==> src/pjsd_pkg.sv <==
`timescale 1ns / 1ps

package pjsd_pkg;

  localparam int LENGTH_BITS = 32;
  localparam int QDEPTH = 4;
  localparam int QPTR_W = $clog2(QDEPTH);
  localparam int QCNT_W = $clog2(QDEPTH + 1);

  typedef enum logic [2:0] {
    PH_TAG,
    PH_LEN,
    PH_NAME,
    PH_PACKED,
    PH_SKIPB,
    PH_SKIPV,
    PH_IDLE
  } phase_t;

  localparam logic [2:0] KIND_POSITION   = 3'd0;
  localparam logic [2:0] KIND_VELOCITY   = 3'd1;
  localparam logic [2:0] KIND_EFFORT     = 3'd2;
  localparam logic [2:0] KIND_NAME_BYTE  = 3'd3;
  localparam logic [2:0] KIND_EMPTY_NAME = 3'd4;
  localparam logic [2:0] KIND_FINISH     = 3'd5;

  localparam logic [2:0] TGT_POSITION = 3'd0;
  localparam logic [2:0] TGT_NAME     = 3'd3;
  localparam logic [2:0] TGT_SKIP     = 3'd4;

  localparam logic [2:0] WIRE_VARINT  = 3'd0;
  localparam logic [2:0] WIRE_FIXED64 = 3'd1;
  localparam logic [2:0] WIRE_LEN     = 3'd2;
  localparam logic [2:0] WIRE_FIXED32 = 3'd5;

  localparam logic [31:0] FIELD_NAME     = 32'd2;
  localparam logic [31:0] FIELD_POSITION = 32'd3;
  localparam logic [31:0] FIELD_EFFORT   = 32'd5;

  localparam logic [3:0] VARINT_LAST_IDX = 4'd9;

  typedef struct packed {
    logic [2:0]  kind;
    logic [63:0] data_value;
    logic        name_end;
    logic        parse_ok;
    logic        run_last;
  } result_t;

endpackage

==> src/pjsd_decode.sv <==
`timescale 1ns / 1ps

module pjsd_decode (
  input  logic              clk,
  input  logic              rst,
  input  logic              accept,
  input  logic [7:0]        byte_in,
  input  logic              final_byte,
  output logic [1:0]        push_cnt,
  output pjsd_pkg::result_t res0,
  output pjsd_pkg::result_t res1
);

  pjsd_pkg::phase_t                   phase, phase_next;
  logic [63:0]                        varint_acc, varint_acc_next;
  logic [3:0]                         varint_idx, varint_idx_next;
  logic [pjsd_pkg::LENGTH_BITS-1:0]   remaining, remaining_next;
  logic [2:0]                         target, target_next;
  logic [63:0]                        double_acc, double_acc_next;
  logic [2:0]                         double_idx, double_idx_next;
  logic                               seen_name, seen_name_next;
  logic                               seen_position, seen_position_next;
  logic                               error_flag, error_flag_next;

  logic [63:0]                        vacc_new;
  logic                               vdone;
  logic                               vover;
  logic [5:0]                         vshift;
  logic [31:0]                        fnum;
  logic [2:0]                         wtype;
  logic [pjsd_pkg::LENGTH_BITS-1:0]   rem_dec;
  logic [63:0]                        dacc_new;
  logic                               has_data;
  pjsd_pkg::result_t                  data_res;
  pjsd_pkg::result_t                  fin_res;
  logic                               err_fin;

  // shared varint byte step
  always_comb begin
    vshift   = 6'({2'b00, varint_idx} * 6'd7);
    vacc_new = varint_acc | ({57'd0, byte_in[6:0]} << vshift);
    vdone    = !byte_in[7];
    vover    = byte_in[7] && (varint_idx == pjsd_pkg::VARINT_LAST_IDX);
    fnum     = vacc_new[34:3];
    wtype    = vacc_new[2:0];
    rem_dec  = remaining - 1'b1;
    dacc_new = double_acc | ({56'd0, byte_in} << {double_idx, 3'b000});
  end

  always_comb begin
    phase_next         = phase;
    varint_acc_next    = varint_acc;
    varint_idx_next    = varint_idx;
    remaining_next     = remaining;
    target_next        = target;
    double_acc_next    = double_acc;
    double_idx_next    = double_idx;
    seen_name_next     = seen_name;
    seen_position_next = seen_position;
    error_flag_next    = error_flag;

    case (phase)
      pjsd_pkg::PH_TAG, pjsd_pkg::PH_LEN, pjsd_pkg::PH_SKIPV: begin
        varint_acc_next = vacc_new;
        varint_idx_next = varint_idx + 4'd1;
      end
      default: ;
    endcase

    case (phase)
      pjsd_pkg::PH_TAG: begin
        if (vdone) begin
          varint_acc_next = '0;
          varint_idx_next = '0;
          if (fnum == pjsd_pkg::FIELD_NAME && wtype == pjsd_pkg::WIRE_LEN) begin
            target_next = pjsd_pkg::TGT_NAME;
            phase_next  = pjsd_pkg::PH_LEN;
          end else if (fnum >= pjsd_pkg::FIELD_POSITION && fnum <= pjsd_pkg::FIELD_EFFORT
                       && wtype == pjsd_pkg::WIRE_FIXED64) begin
            target_next     = 3'(fnum - pjsd_pkg::FIELD_POSITION);
            remaining_next  = pjsd_pkg::LENGTH_BITS'(8);
            double_acc_next = '0;
            double_idx_next = '0;
            phase_next      = pjsd_pkg::PH_PACKED;
          end else if (fnum >= pjsd_pkg::FIELD_POSITION && fnum <= pjsd_pkg::FIELD_EFFORT
                       && wtype == pjsd_pkg::WIRE_LEN) begin
            target_next = 3'(fnum - pjsd_pkg::FIELD_POSITION);
            phase_next  = pjsd_pkg::PH_LEN;
          end else if (wtype == pjsd_pkg::WIRE_VARINT) begin
            phase_next = pjsd_pkg::PH_SKIPV;
          end else if (wtype == pjsd_pkg::WIRE_FIXED64) begin
            remaining_next = pjsd_pkg::LENGTH_BITS'(8);
            phase_next     = pjsd_pkg::PH_SKIPB;
          end else if (wtype == pjsd_pkg::WIRE_LEN) begin
            target_next = pjsd_pkg::TGT_SKIP;
            phase_next  = pjsd_pkg::PH_LEN;
          end else if (wtype == pjsd_pkg::WIRE_FIXED32) begin
            remaining_next = pjsd_pkg::LENGTH_BITS'(4);
            phase_next     = pjsd_pkg::PH_SKIPB;
          end else begin
            error_flag_next = 1'b1;
            phase_next      = pjsd_pkg::PH_IDLE;
          end
        end else if (vover) begin
          // overlong tag just stops parsing
          phase_next = pjsd_pkg::PH_IDLE;
        end
      end
      pjsd_pkg::PH_LEN: begin
        if (vover) begin
          error_flag_next = 1'b1;
          phase_next      = pjsd_pkg::PH_IDLE;
        end else if (vdone) begin
          if ((vacc_new >> pjsd_pkg::LENGTH_BITS) != 64'd0) begin
            error_flag_next = 1'b1;
            phase_next      = pjsd_pkg::PH_IDLE;
          end else if (vacc_new == 64'd0) begin
            if (target == pjsd_pkg::TGT_NAME) begin
              seen_name_next = 1'b1;
            end
            varint_acc_next = '0;
            varint_idx_next = '0;
            phase_next      = pjsd_pkg::PH_TAG;
          end else begin
            remaining_next  = vacc_new[pjsd_pkg::LENGTH_BITS-1:0];
            double_acc_next = '0;
            double_idx_next = '0;
            if (target == pjsd_pkg::TGT_NAME) begin
              phase_next = pjsd_pkg::PH_NAME;
            end else if (target == pjsd_pkg::TGT_SKIP) begin
              phase_next = pjsd_pkg::PH_SKIPB;
            end else begin
              phase_next = pjsd_pkg::PH_PACKED;
            end
          end
        end
      end
      pjsd_pkg::PH_NAME: begin
        remaining_next = rem_dec;
        if (rem_dec == '0) begin
          seen_name_next  = 1'b1;
          varint_acc_next = '0;
          varint_idx_next = '0;
          phase_next      = pjsd_pkg::PH_TAG;
        end
      end
      pjsd_pkg::PH_PACKED: begin
        remaining_next = rem_dec;
        if (double_idx == 3'd7) begin
          if (target == pjsd_pkg::TGT_POSITION) begin
            seen_position_next = 1'b1;
          end
          double_acc_next = '0;
          double_idx_next = '0;
        end else begin
          double_acc_next = dacc_new;
          double_idx_next = double_idx + 3'd1;
        end
        if (rem_dec == '0) begin
          varint_acc_next = '0;
          varint_idx_next = '0;
          phase_next      = pjsd_pkg::PH_TAG;
        end
      end
      pjsd_pkg::PH_SKIPB: begin
        remaining_next = rem_dec;
        if (rem_dec == '0) begin
          varint_acc_next = '0;
          varint_idx_next = '0;
          phase_next      = pjsd_pkg::PH_TAG;
        end
      end
      pjsd_pkg::PH_SKIPV: begin
        if (vdone) begin
          varint_acc_next = '0;
          varint_idx_next = '0;
          phase_next      = pjsd_pkg::PH_TAG;
        end else if (vover) begin
          error_flag_next = 1'b1;
          phase_next      = pjsd_pkg::PH_IDLE;
        end
      end
      default: ;
    endcase
  end

  always_comb begin
    has_data = 1'b0;
    data_res = '0;

    case (phase)
      pjsd_pkg::PH_LEN: begin
        if (vdone && vacc_new == 64'd0 && target == pjsd_pkg::TGT_NAME) begin
          has_data      = 1'b1;
          data_res.kind = pjsd_pkg::KIND_EMPTY_NAME;
        end
      end
      pjsd_pkg::PH_NAME: begin
        has_data            = 1'b1;
        data_res.kind       = pjsd_pkg::KIND_NAME_BYTE;
        data_res.data_value = {56'd0, byte_in};
        data_res.name_end   = (rem_dec == '0);
      end
      pjsd_pkg::PH_PACKED: begin
        if (double_idx == 3'd7) begin
          has_data            = 1'b1;
          data_res.kind       = target;
          data_res.data_value = dacc_new;
        end
      end
      default: ;
    endcase

    // finish beat
    err_fin = error_flag_next || (phase_next != pjsd_pkg::PH_TAG
                                  && phase_next != pjsd_pkg::PH_IDLE);
    fin_res          = '0;
    fin_res.kind     = pjsd_pkg::KIND_FINISH;
    fin_res.parse_ok = !err_fin && (seen_name_next || seen_position_next);
    fin_res.run_last = 1'b1;
    data_res.run_last = !final_byte;

    res0     = has_data ? data_res : fin_res;
    res1     = fin_res;
    push_cnt = accept ? (2'(has_data) + 2'(final_byte)) : 2'd0;
  end

  always_ff @(posedge clk) begin
    if (rst || (accept && final_byte)) begin
      phase         <= pjsd_pkg::PH_TAG;
      varint_acc    <= '0;
      varint_idx    <= '0;
      remaining     <= '0;
      target        <= '0;
      double_acc    <= '0;
      double_idx    <= '0;
      seen_name     <= 1'b0;
      seen_position <= 1'b0;
      error_flag    <= 1'b0;
    end else if (accept) begin
      phase         <= phase_next;
      varint_acc    <= varint_acc_next;
      varint_idx    <= varint_idx_next;
      remaining     <= remaining_next;
      target        <= target_next;
      double_acc    <= double_acc_next;
      double_idx    <= double_idx_next;
      seen_name     <= seen_name_next;
      seen_position <= seen_position_next;
      error_flag    <= error_flag_next;
    end
  end

endmodule

==> src/pjsd_out_queue.sv <==
`timescale 1ns / 1ps

module pjsd_out_queue (
  input  logic              clk,
  input  logic              rst,
  input  logic [1:0]        push_cnt,
  input  pjsd_pkg::result_t wdata0,
  input  pjsd_pkg::result_t wdata1,
  output logic              room,
  output logic              result_valid,
  input  logic              result_ready,
  output pjsd_pkg::result_t head
);

  pjsd_pkg::result_t                 entries [pjsd_pkg::QDEPTH];
  logic [pjsd_pkg::QPTR_W-1:0]       wptr, wptr_next;
  logic [pjsd_pkg::QPTR_W-1:0]       rptr, rptr_next;
  logic [pjsd_pkg::QCNT_W-1:0]       count, count_next;
  logic                              pop;
  logic [pjsd_pkg::QPTR_W-1:0]       wptr_plus1;

  always_comb begin
    pop          = result_valid && result_ready;
    wptr_plus1   = wptr + 1'b1;
    wptr_next    = wptr + pjsd_pkg::QPTR_W'(push_cnt);
    rptr_next    = rptr + pjsd_pkg::QPTR_W'(pop);
    count_next   = count + pjsd_pkg::QCNT_W'(push_cnt) - pjsd_pkg::QCNT_W'(pop);
    result_valid = (count != '0);
    // room for a full two-result beat
    room         = (count <= pjsd_pkg::QCNT_W'(pjsd_pkg::QDEPTH - 2));
    head         = entries[rptr];
  end

  always_ff @(posedge clk) begin
    if (rst) begin
      wptr  <= '0;
      rptr  <= '0;
      count <= '0;
    end else begin
      wptr  <= wptr_next;
      rptr  <= rptr_next;
      count <= count_next;
    end
  end

  always_ff @(posedge clk) begin
    if (push_cnt != 2'd0) begin
      entries[wptr] <= wdata0;
    end
    if (push_cnt == 2'd2) begin
      entries[wptr_plus1] <= wdata1;
    end
  end

endmodule

==> src/protobuf_joint_state_field_decoder.sv <==
`timescale 1ns / 1ps

// Streaming joint-state message decoder. One payload byte is taken per beat on
// byte_valid/byte_ready, and every byte is decoded in the cycle it is taken, so
// the block sustains one byte per clock while byte_ready is high. Results
// (double bit patterns for position, velocity and effort, name bytes,
// empty-name marks and a finish result on the final byte) leave through a
// four-entry result queue, one per clock while result_ready is high; byte_ready
// is low only while that queue has fewer than two free slots, which happens
// when the result side stalls or when final bytes, the only bytes that can give
// two results, come close together. The state returns to reset after every
// final byte, so the next byte starts a new payload.

module protobuf_joint_state_field_decoder (
  input  logic        clk,
  input  logic        rst,
  input  logic        byte_valid,
  output logic        byte_ready,
  input  logic [7:0]  byte_in,
  input  logic        final_byte,
  output logic        result_valid,
  input  logic        result_ready,
  output logic [2:0]  kind,
  output logic [63:0] data_value,
  output logic        name_end,
  output logic        parse_ok,
  output logic        run_last
);

  logic              accept;
  logic [1:0]        push_cnt;
  pjsd_pkg::result_t res0;
  pjsd_pkg::result_t res1;
  pjsd_pkg::result_t head;
  logic              room;

  assign byte_ready = room;
  assign accept     = byte_valid && room;

  pjsd_decode u_decode (
    .clk        (clk),
    .rst        (rst),
    .accept     (accept),
    .byte_in    (byte_in),
    .final_byte (final_byte),
    .push_cnt   (push_cnt),
    .res0       (res0),
    .res1       (res1)
  );

  pjsd_out_queue u_queue (
    .clk          (clk),
    .rst          (rst),
    .push_cnt     (push_cnt),
    .wdata0       (res0),
    .wdata1       (res1),
    .room         (room),
    .result_valid (result_valid),
    .result_ready (result_ready),
    .head         (head)
  );

  assign kind       = head.kind;
  assign data_value = head.data_value;
  assign name_end   = head.name_end;
  assign parse_ok   = head.parse_ok;
  assign run_last   = head.run_last;

endmodule
==> config.mk <==
export PLATFORM = sky130hd
export DESIGN_NAME = protobuf_joint_state_field_decoder
export DESIGN_NICKNAME = d
export VERILOG_FILES = /design/src/pjsd_pkg.sv /design/src/pjsd_decode.sv /design/src/pjsd_out_queue.sv /design/src/protobuf_joint_state_field_decoder.sv
export SDC_FILE = /design/constraint.sdc
export NUM_CORES = 1
export LEC_CHECK = 0
export ABC_AREA = 1
export BUFFER_PORTS_ARGS = -buffer_cell sky130_fd_sc_hd__buf_4
export CAP_MARGIN = 25
export CORE_ASPECT_RATIO = 1.2
export CORE_MARGIN = 2
export CORE_UTILIZATION = 40
export CTS_BUF_LIST = sky130_fd_sc_hd__clkbuf_8
export CTS_CLUSTER_DIAMETER = 40
export DETAILED_ROUTE_END_ITERATION = 10
export HOLD_SLACK_MARGIN = 0.15
export PLACE_DENSITY = 0.59
export SLEW_MARGIN = 20
export SYNTH_ARGS = -nofsm -noshare
export SYNTH_HDL_FRONTEND = slang
export SYNTH_HIERARCHICAL = 1
export SYNTH_SLANG_ARGS = --single-unit
==> constraint.sdc <==
create_clock -name clk -period 11.17 [get_ports clk]
set_input_delay 2.234 -clock clk [delete_from_list [all_inputs] [get_ports clk]]
set_output_delay 2.234 -clock clk [all_outputs]
set_load 0.01 [all_outputs]
==> impl_metrics.env <==
export IMPL_wire_per_inst_microns=17.3
export IMPL_cpMostUsedCell="nand2_1"
export IMPL_powerDensity_nw_per_um2=214
export IMPL_cap_violations=0
export IMPL_fin_crit_ns=8.27
export IMPL_cts_resized=0
export IMPL_vias_per_cell=5.17
export IMPL_fmax_mhz=121
export IMPL_yosys_warnings=6
export IMPL_cts_tree="built"
export IMPL_synth_top_cells_by_area="edfxtp_1, dfxtp_1, nand2_1"
export IMPL_crit_slowest_cell="fa_1"
export IMPL_leakagePower_nw=10.9
export IMPL_firstDrtPassIters=6
export IMPL_worstPathMaxFanout=66
export IMPL_finalCritPeriodShare_pct=74.1
export IMPL_outcome="finished, final reports clean"
export IMPL_syn_area_per_cell_sq_um=7.55
export IMPL_cp_buffers_inverters=6
export IMPL_insertion_delay_ns=0.70
export IMPL_cp_top_family="simple AND/OR/NAND/NOR gates"
export IMPL_cp_arrival_ns=8.58
export IMPL_io_buffers=84
export IMPL_end_kind="flip-flop"
export IMPL_clockRootBuffer="clkbuf_8"
export IMPL_clock_sinks=463
export IMPL_hpwlAfterDp_mm=49.3
export IMPL_post_route_util_pct=44.3
export IMPL_synth_flop_cell="edfxtp_1"
export IMPL_htree_levels=3
export IMPL_drv_slew=0
export IMPL_synthArstFlopShare_pct=0
export IMPL_vdd_drop_max_mv=0.116
export IMPL_syn_to_final_growth_pct=9.82
export IMPL_syn_inst=3438
export IMPL_netlist_area_sq_um=25900
export IMPL_grt_max_degree=109
export IMPL_cts_setup_buffers=0
export IMPL_synth_commonest_cells="nand2_1, nor2_1, o21ai_0"
export IMPL_hold_viol=0
export IMPL_cts_buffer_depth=3
export IMPL_initial_core_util_pct=40.3
export IMPL_rsz0062_at_grt="no"
export IMPL_grt_pass1_wl_mm=117
export IMPL_fp_dieW_microns=237
export IMPL_pin_count=85
export IMPL_core_sq_um=64300
export IMPL_post_route_cell_area_sq_um=28500
export IMPL_drc=0
export IMPL_relSlewSlack_pct=33.1
export IMPL_grt_overflow=0
export IMPL_grt_pass1_vias=21300
export IMPL_tns_ns=0
export IMPL_ant_nets=0
export IMPL_synth_top_area_cell="edfxtp_1"
export IMPL_placed_cell_area_sq_um=26600
export IMPL_die_area_sq_um=66900
export IMPL_cp_required_ns=11.48
export IMPL_synth_top_area_share_pct=32.4
export IMPL_ys_seq_elements=463
export IMPL_cts_made_buffers=85
export IMPL_drive_gt1_share_pct=8.21
export IMPL_start_kind="flip-flop"
export IMPL_tightest_slew_ns=1.00
export IMPL_synth_most_common_cell="nand2_1"
export IMPL_antenna_found_initial=1
export IMPL_ys_seq_area_share_pct=46.5
export IMPL_routabilityCongestion=0.975
export IMPL_die_y_microns=283
export IMPL_fp_row_count=102
export IMPL_hold_path_class="flip-flop to flip-flop"
export IMPL_worstSetupPathType="flip-flop to flip-flop"
export IMPL_wl_mm=75.0
export IMPL_path_clk_slew_ns=0.06
export IMPL_finalSetupViolations=0
export IMPL_final_nets=3464
export IMPL_skew_ns=0.0345
export IMPL_grtUsageTotal_pct=22.2
export IMPL_cpPeakStageDelay_ns=1.09
export IMPL_synth_edf_count=280
export IMPL_synth_cell_types=51
export IMPL_hold_buffers=0
export IMPL_vias=22400
export IMPL_drt_initial_drc_count=1645
==> area by class of cell <==
type                       instances  area (sq um)
fill                            6537         35800
sequential                       463         12100
multi-input combinational       2424         11300
inverter                         341          1280
clock buffer                      91          1250
tap                              832          1040
timing repair buffer             112           861
clock inverter                    65           632
antenna                            1          2.50
==> per-stage QoR <==
stage	std cells	hold slack [ns]	total power, mW	worst slack, ns
global route	4329	0.507	6.51	2.41
finish	4329	0.483	6.11	2.90
floorplan	3505	0.441	3.63	1.33
global placement	4171	0.463	4.36	3.23
CTS	4327	0.482	6.16	3.08
detailed placement	4171	0.472	4.35	3.10
==> cell families (layout without fill, tap and decap cells) <==
group,count (synthesis),count (layout),synth area share (%)
AO/OA/AOI/OAI,860,860,17.6
XOR/XNOR,29,29,1.01
adder cells (fa/ha/maj),24,24,1.30
buffers and inverters,618,609,11.0
flip-flops,463,463,46.5
other,2,70,0.0289
AND/OR/NAND/NOR,1442,1442,22.5
==> per-layer routing <==
layer	vias to the layer above	GRT usage [%]	wire length, microns
met5	-	0	0
met4	0	8.91	2610
met3	152	3.10	3450
met2	564	40.1	38600
met1	10300	26.4	30400
li1	11300	-	-
==> tightest hold or removal path, delay by kind of cell, from the launching register on <==
kind | cells | cell delay (ns)
AO/OA/AOI/OAI | 1 | 0.06
buffers and inverters | 1 | 0.07
flip-flops | 1 | 0.31
==> sequential cells by signal (all words and copies together) (netlist names), 2 cells and up <==
name / cells
u_decode/phase: 3
u_decode/double_acc: 64
u_queue/count: 3
u_decode/varint_idx: 4
u_decode/target: 3
u_decode/remaining: 32
u_decode/double_idx: 3
u_queue/rptr: 2
u_queue/wptr: 2
u_queue/entries: 280
u_decode/varint_acc: 64
==> power by group <==
part           total [mW]  switching (mW)  internal, mW  leakage, nW
combinational        2.23            1.53         0.701         5.83
sequential           2.09          0.0974          1.99         4.00
clock                1.79           0.768          1.02         1.02
total                6.11            2.40          3.71         10.9
==> path summary, 6_finish.rpt <==
kind                           from                endpoint  slack (ns)  depth (start not counted)
min reg2reg  u_decode/remaining[31]  u_decode/remaining[31]        0.48                          2
max          u_decode/varint_idx[0]  u_queue/entries[2][16]        2.90                         25
min          u_decode/remaining[31]  u_decode/remaining[31]        0.48                          2
max reg2reg  u_decode/varint_idx[0]  u_queue/entries[2][16]        2.90                         25
==> cell usage in the layout (no fill, tap or decap), types with 13 or more instances in the layout <==
master,n
nand2_1,685
nor2_1,514
inv_1,345
o21ai_0,342
edfxtp_1,280
o21ai_1,265
dfxtp_1,181
buf_4,111
nand3_1,108
a21oi_1,106
clkbuf_8,91
o22ai_1,75
conb_1,69
nand4_1,49
nor3_1,46
o21bai_1,23
xor2_1,23
a31oi_1,19
ha_1,19
clkinv_2,13
clkinv_1,13
Note: power is estimated with default switching activity, not from simulation.
